File: src/hdl/scqe_pkg.sv
// ----------------------------------------------------------------------------
// scqe_pkg
// Shared types, constants and helpers for the spatial cell query engine.
// ----------------------------------------------------------------------------
`default_nettype none
package scqe_pkg;

  localparam int unsigned ENTRY_DEPTH      = 4096;
  localparam int unsigned ID_DEPTH         = 65536;
  localparam int unsigned MAX_IDS_PER_CELL = 64;
  localparam int unsigned COORD_BITS       = 21;

  localparam int unsigned ENTRY_AW = $clog2(ENTRY_DEPTH);
  localparam int unsigned ID_AW    = $clog2(ID_DEPTH);
  localparam int unsigned KEY_W    = 63;
  localparam int unsigned CFG_IDX_W = 3;
  localparam int unsigned CFG_DATA_W = 32;

  // Input modes
  typedef enum logic [1:0] {
    MODE_WR_ENTRY = 2'd0,
    MODE_WR_ID    = 2'd1,
    MODE_QUERY    = 2'd2,
    MODE_NONE     = 2'd3
  } mode_t;

  // Result status codes
  typedef enum logic [1:0] {
    ST_ID       = 2'd0,
    ST_EMPTY    = 2'd1,
    ST_NOTFOUND = 2'd2,
    ST_BADRANGE = 2'd3
  } status_t;

  // Configuration register indexes
  typedef enum logic [CFG_IDX_W-1:0] {
    CFG_BBOX_X    = 3'd0,
    CFG_BBOX_Y    = 3'd1,
    CFG_BBOX_Z    = 3'd2,
    CFG_CELL_SIZE = 3'd3,
    CFG_NUM_ENT   = 3'd4,
    CFG_NUM_IDS   = 3'd5
  } cfg_idx_t;

  // Sequencer states
  typedef enum logic [3:0] {
    S_IDLE,
    S_DIV_SETUP,
    S_DIV_RUN,
    S_KEY,
    S_SRCH_ADDR,
    S_SRCH_WAIT,
    S_SRCH_CMP,
    S_FETCH_WAIT,
    S_CHECK,
    S_ID_WAIT,
    S_EMIT,
    S_STATUS
  } state_t;

  // Control from sequencer to divider
  typedef struct packed {
    logic        start;
    logic [31:0] dividend;
    logic [31:0] divisor;
  } div_req_t;

  typedef struct packed {
    logic        done;
    logic [31:0] quotient;
  } div_rsp_t;

  typedef struct packed {
    logic [31:0] id_out;
    logic [1:0]  status;
    logic        last;
    logic [62:0] key_out;
  } result_t;

  // Spread 21 bits to every third bit position
  function automatic logic [62:0] spread3(input logic [COORD_BITS-1:0] v);
    logic [62:0] r;
    r = '0;
    for (int i = 0; i < COORD_BITS; i++) r[3*i] = v[i];
    return r;
  endfunction

endpackage
`default_nettype wire

File: src/hdl/scqe_div.sv
// ----------------------------------------------------------------------------
// scqe_div
// Shared radix-2 restoring divider, one quotient bit per cycle.
// ----------------------------------------------------------------------------
`default_nettype none
module scqe_div
  import scqe_pkg::*;
(
  input  wire logic     clk,
  input  wire logic     rst_n,
  input  wire div_req_t req,
  output div_rsp_t      rsp
);

  logic [31:0] rem_r, rem_nxt;
  logic [31:0] quo_r, quo_nxt;
  logic [31:0] dvs_r, dvs_nxt;
  logic [5:0]  cnt_r, cnt_nxt;
  logic        busy_r, busy_nxt;
  logic        done_r, done_nxt;
  logic [32:0] trial;

  // One shift-subtract step
  always_comb begin
    rem_nxt  = rem_r;
    quo_nxt  = quo_r;
    dvs_nxt  = dvs_r;
    cnt_nxt  = cnt_r;
    busy_nxt = busy_r;
    done_nxt = 1'b0;
    trial    = {rem_r, quo_r[31]} - {1'b0, dvs_r};
    if (req.start) begin
      rem_nxt  = '0;
      quo_nxt  = req.dividend;
      dvs_nxt  = req.divisor;
      cnt_nxt  = '0;
      busy_nxt = 1'b1;
    end else if (busy_r) begin
      if (!trial[32]) begin
        rem_nxt = trial[31:0];
        quo_nxt = {quo_r[30:0], 1'b1};
      end else begin
        rem_nxt = {rem_r[30:0], quo_r[31]};
        quo_nxt = {quo_r[30:0], 1'b0};
      end
      cnt_nxt = cnt_r + 6'd1;
      if (cnt_r == 6'd31) begin
        busy_nxt = 1'b0;
        done_nxt = 1'b1;
      end
    end
  end

  always_ff @(posedge clk) begin
    if (!rst_n) begin
      busy_r <= 1'b0;
      done_r <= 1'b0;
      cnt_r  <= '0;
    end else begin
      busy_r <= busy_nxt;
      done_r <= done_nxt;
      cnt_r  <= cnt_nxt;
    end
    rem_r <= rem_nxt;
    quo_r <= quo_nxt;
    dvs_r <= dvs_nxt;
  end

  assign rsp.done     = done_r;
  assign rsp.quotient = quo_r;

  // A result never appears without a run in progress
  a_done_after_busy: assert property (@(posedge clk) disable iff (!rst_n)
    done_r |-> $past(busy_r)) else $error("divider done without run");
  a_start_idle: assert property (@(posedge clk) disable iff (!rst_n)
    req.start |-> !busy_r) else $error("divider restarted while busy");

endmodule
`default_nettype wire

File: config.mk
export PLATFORM = sky130hd
export DESIGN_NAME = scqe_div
export DESIGN_NICKNAME = d
export VERILOG_FILES = /design/src/hdl/scqe_pkg.sv /design/src/hdl/scqe_div.sv
export SDC_FILE = /design/constraint.sdc
export NUM_CORES = 1
export LEC_CHECK = 0
export BUFFER_PORTS_ARGS = -buffer_cell sky130_fd_sc_hd__clkbuf_2
export CAP_MARGIN = 20
export CORE_MARGIN = 2
export CORE_UTILIZATION = 30
export DETAILED_ROUTE_END_ITERATION = 10
export PLACE_DENSITY_LB_ADDON = 0.1
export SKIP_LAST_GASP = 1
export SLEW_MARGIN = 20
export SYNTH_ARGS = -nofsm -noshare
export SYNTH_HDL_FRONTEND = slang
export SYNTH_SLANG_ARGS = --single-unit
File: constraint.sdc
create_clock -name clk -period 4.1 [get_ports clk]
set_input_delay 0 -clock clk [delete_from_list [all_inputs] [get_ports clk]]
set_output_delay 0 -clock clk [all_outputs]
set_load 0.02 [all_outputs]
==> results.yml <==
worst_setup_path:
  reg2reg_to: "rem_r[0]"
  worst_ep_required_time_ps: 4390
  path_max_fanout: 15
  r2r_start: "quo_r[31]"
  startpoint_type: "flop"
  reg2regPathDepth: 11
  critPathKind: "reg2reg"
  cp-end-kind: "flop"
  cp.arrival_ps: 3610
  crit_start: "quo_r[31]"
  rrSetupSlack_ps: 780
synthesis:
  synthCells: 587
  ys_types: 66
  ys_seq_area_share_pct: 44.83
  synth_edf_count: 64
  ys_warn_count: 0
  avgSynthCellArea_um2: 10.35
  synth_area_um2: 6073
  synth_nets: 688
  synthArstFlopShare_pct: 0
  synth_seq_cells: 104
  synth_flop_cell: "edfxtp_1"
global_routing:
  globalRouteTotalUtil_pct: 14.33
  antenna_found_initial: 0
  grt_pass1_vias: 5025
  grt_first_pass_wirelength_um: 24790
  grt-ovfl-total: 0
  grt_max_degree: 59
power_and_ir_drop:
  power_leakage_nw: 3.246
  p_clk_share_pct: 30.3
  p_switching_mw: 1.009
  p_total_mw: 3.113
  combPwrFrac_pct: 28.8
  internal-power_mw: 2.103
  p_seq_share_pct: 40.9
  vdd_drop_max_uv: 196.6
  power_density_nw_per_um2: 398.9
  switching_share_pct: 32.43
routing:
  drtPass1Iterations: 5
  via_per_inst: 4.877
  wl_um: 14960
  wl_per_cell_um: 14.68
  drtIter0Drc: 255
  dr_total_vias: 4970
  antenna_left: 0
  drc: 0
layout:
  mostFrequentLayoutCells: "clkbuf_2, dlygate4sd3_1, edfxtp_1"
  fin_nets: 845
  fillers: 2048
  final_util_pct: 38.94
  area_growth_pct: 28.49
  antenna_cells: 0
  final_common_cell: "clkbuf_2"
  layout-drive-gt1-share_pct: 22.16
  stdcell_area_um2: 7804
sta:
  fin_crit_sh_pct: 80.96
  rsz0062_at_grt: "no"
  fmax_ghz: 0.3013
  tns_ps: 0
  holdWs_ps: 214.5
  drv_slew: 0
  finalCriticalPeriod_ps: 3319
  finalSetupViolations: 0
  tightest_slew_ps: 983.9
  final-hold-violation-count: 0
  skew_ps: 11.95
  slew-limit-headroom_pct: 34.16
place:
  gp_congestion: 0.7957
  io_buffers: 99
  postPlaceCellArea_um2: 6833
  hpwl_um: 10670
clocking:
  hold_buffers: 65
  clock_path_buffers: 2
  cts.htree.levels: 3
  cts_setup_buffers: 0
  clk_latency_ps: 370
  tritoncts: "built"
  clockRootBuffer: "clkbuf_16"
  clkSlewWorstSetupHoldPaths_ps: 80
  cts_made_buffers: 9
  cts.sinks: 104
  ctsResizeCount: 0
die:
  start_util_pct: 30.31
  fp.coreArea_um2: 20040
  rows: 52
  die_h_um: 146.3
  die_area_um2: 21400
  pin_count: 100
  die_w_um: 146.3
status:
  outcome: "finished, final reports clean"
hold_path:
  min_to: "dvs_r[22]"
  hp-class: "in2reg"
  holdPathStages: 1
  holdCritStartpoint: "req[64]"
run:
  maxCapViolCount: 0
## synthesized netlist by cell type (all sizes together) (7+ instances only)
master	instances	share of area, %
a21o	13	1.6
edfxtp	64	32
nand2b	8	0.82
clkbuf	17	1.1
mux2i	19	3.1
xnor2	13	1.9
nor2	40	2.5
o21bai	7	1.1
nand3	11	0.91
ha	33	6.8
dfxtp	40	13
nor3	9	0.74
nand4	7	0.72
a21oi	30	2.5
o21ai	31	2.6
mux2	33	6.2
a211oi	22	3.0
inv	45	2.8
xor2	13	1.9
buf	7	0.95
nand2	35	2.2
## state kept, by name, indices dropped and copies added, names as in the netlist
name,flops
dvs_r,32
rem_r,32
done_r,1
quo_r,32
busy_r,1
cnt_r,6
## worst max path at each step
stage / depth (start not counted) / slack (ps) / end
global placement: 11 / 840 / rem_r[0]
global route: 11 / 490 / rem_r[0]
detailed placement: 11 / 720 / rem_r[0]
finish: 11 / 780 / rem_r[0]
floorplan: 12 / 1150 / rem_r[30]
CTS: 11 / 710 / rem_r[0]
## power groups by stage
stage	combinational, mW	sequential (mW)	clock, mW
6_report	0.897	1.27	0.943
5_1_grt	0.997	1.29	1.02
4_1_cts	0.904	1.27	0.983
3_5_place_dp	0.852	1.30	0
3_3_place_gp	0.848	1.29	0
2_1_floorplan	0.605	1.32	0
## per-layer routing
metal / wire, um / share of wire (%) / vias to the layer above / global-route usage (%)
met4: 139 / 0.93 / 0 / 3.301
met1: 7070 / 47 / 2333 / 18.45
li1: - / - / 2505 / -
met3: 743 / 5.0 / 12 / 4.125
met5: 0 / 0 / - / 0
met2: 7006 / 47 / 120 / 23.92
## per-stage QoR
step,setup slack (ps),cells
floorplan,1145,587
detailed placement,724.8,938
global route,487.0,1019
CTS,705.3,1019
finish,780.6,1019
global placement,836.2,938
## critical path: stages, from the launching register on
cell      delay (ps)
edfxtp_1         390
inv_1             90
ha_1             180
fa_1             210
and2b_1          210
o21a_1           210
o311ai_4         250
a31oi_1          190
o21ai_0          310
and3_1           650
mux2_4           360
a211oi_2         190
## final cells by class
type | count | area [um^2] | share of cell area, %
Clock buffer | 9 | 225.2 | 2.886
Clock inverter | 7 | 95.09 | 1.219
Inverter | 45 | 168.9 | 2.165
Multi-Input combinational cell | 414 | 3060 | 39.22
Sequential cell | 104 | 2723 | 34.89
Tap cell | 270 | 337.8 | 4.329
Timing Repair Buffer | 170 | 1194 | 15.30
## kinds of logic (layout without fill, tap and decap cells)
group | after synthesis | count (layout) | synth area share [%]
compound gates | 152 | 152 | 17.61
simple gates | 150 | 150 | 12.59
flops | 104 | 104 | 44.83
buf+inv | 69 | 231 | 4.779
mux | 52 | 52 | 9.312
fa+ha+maj | 34 | 34 | 7.128
xor+xnor | 26 | 26 | 3.750
(Power assumes the default switching activity.)
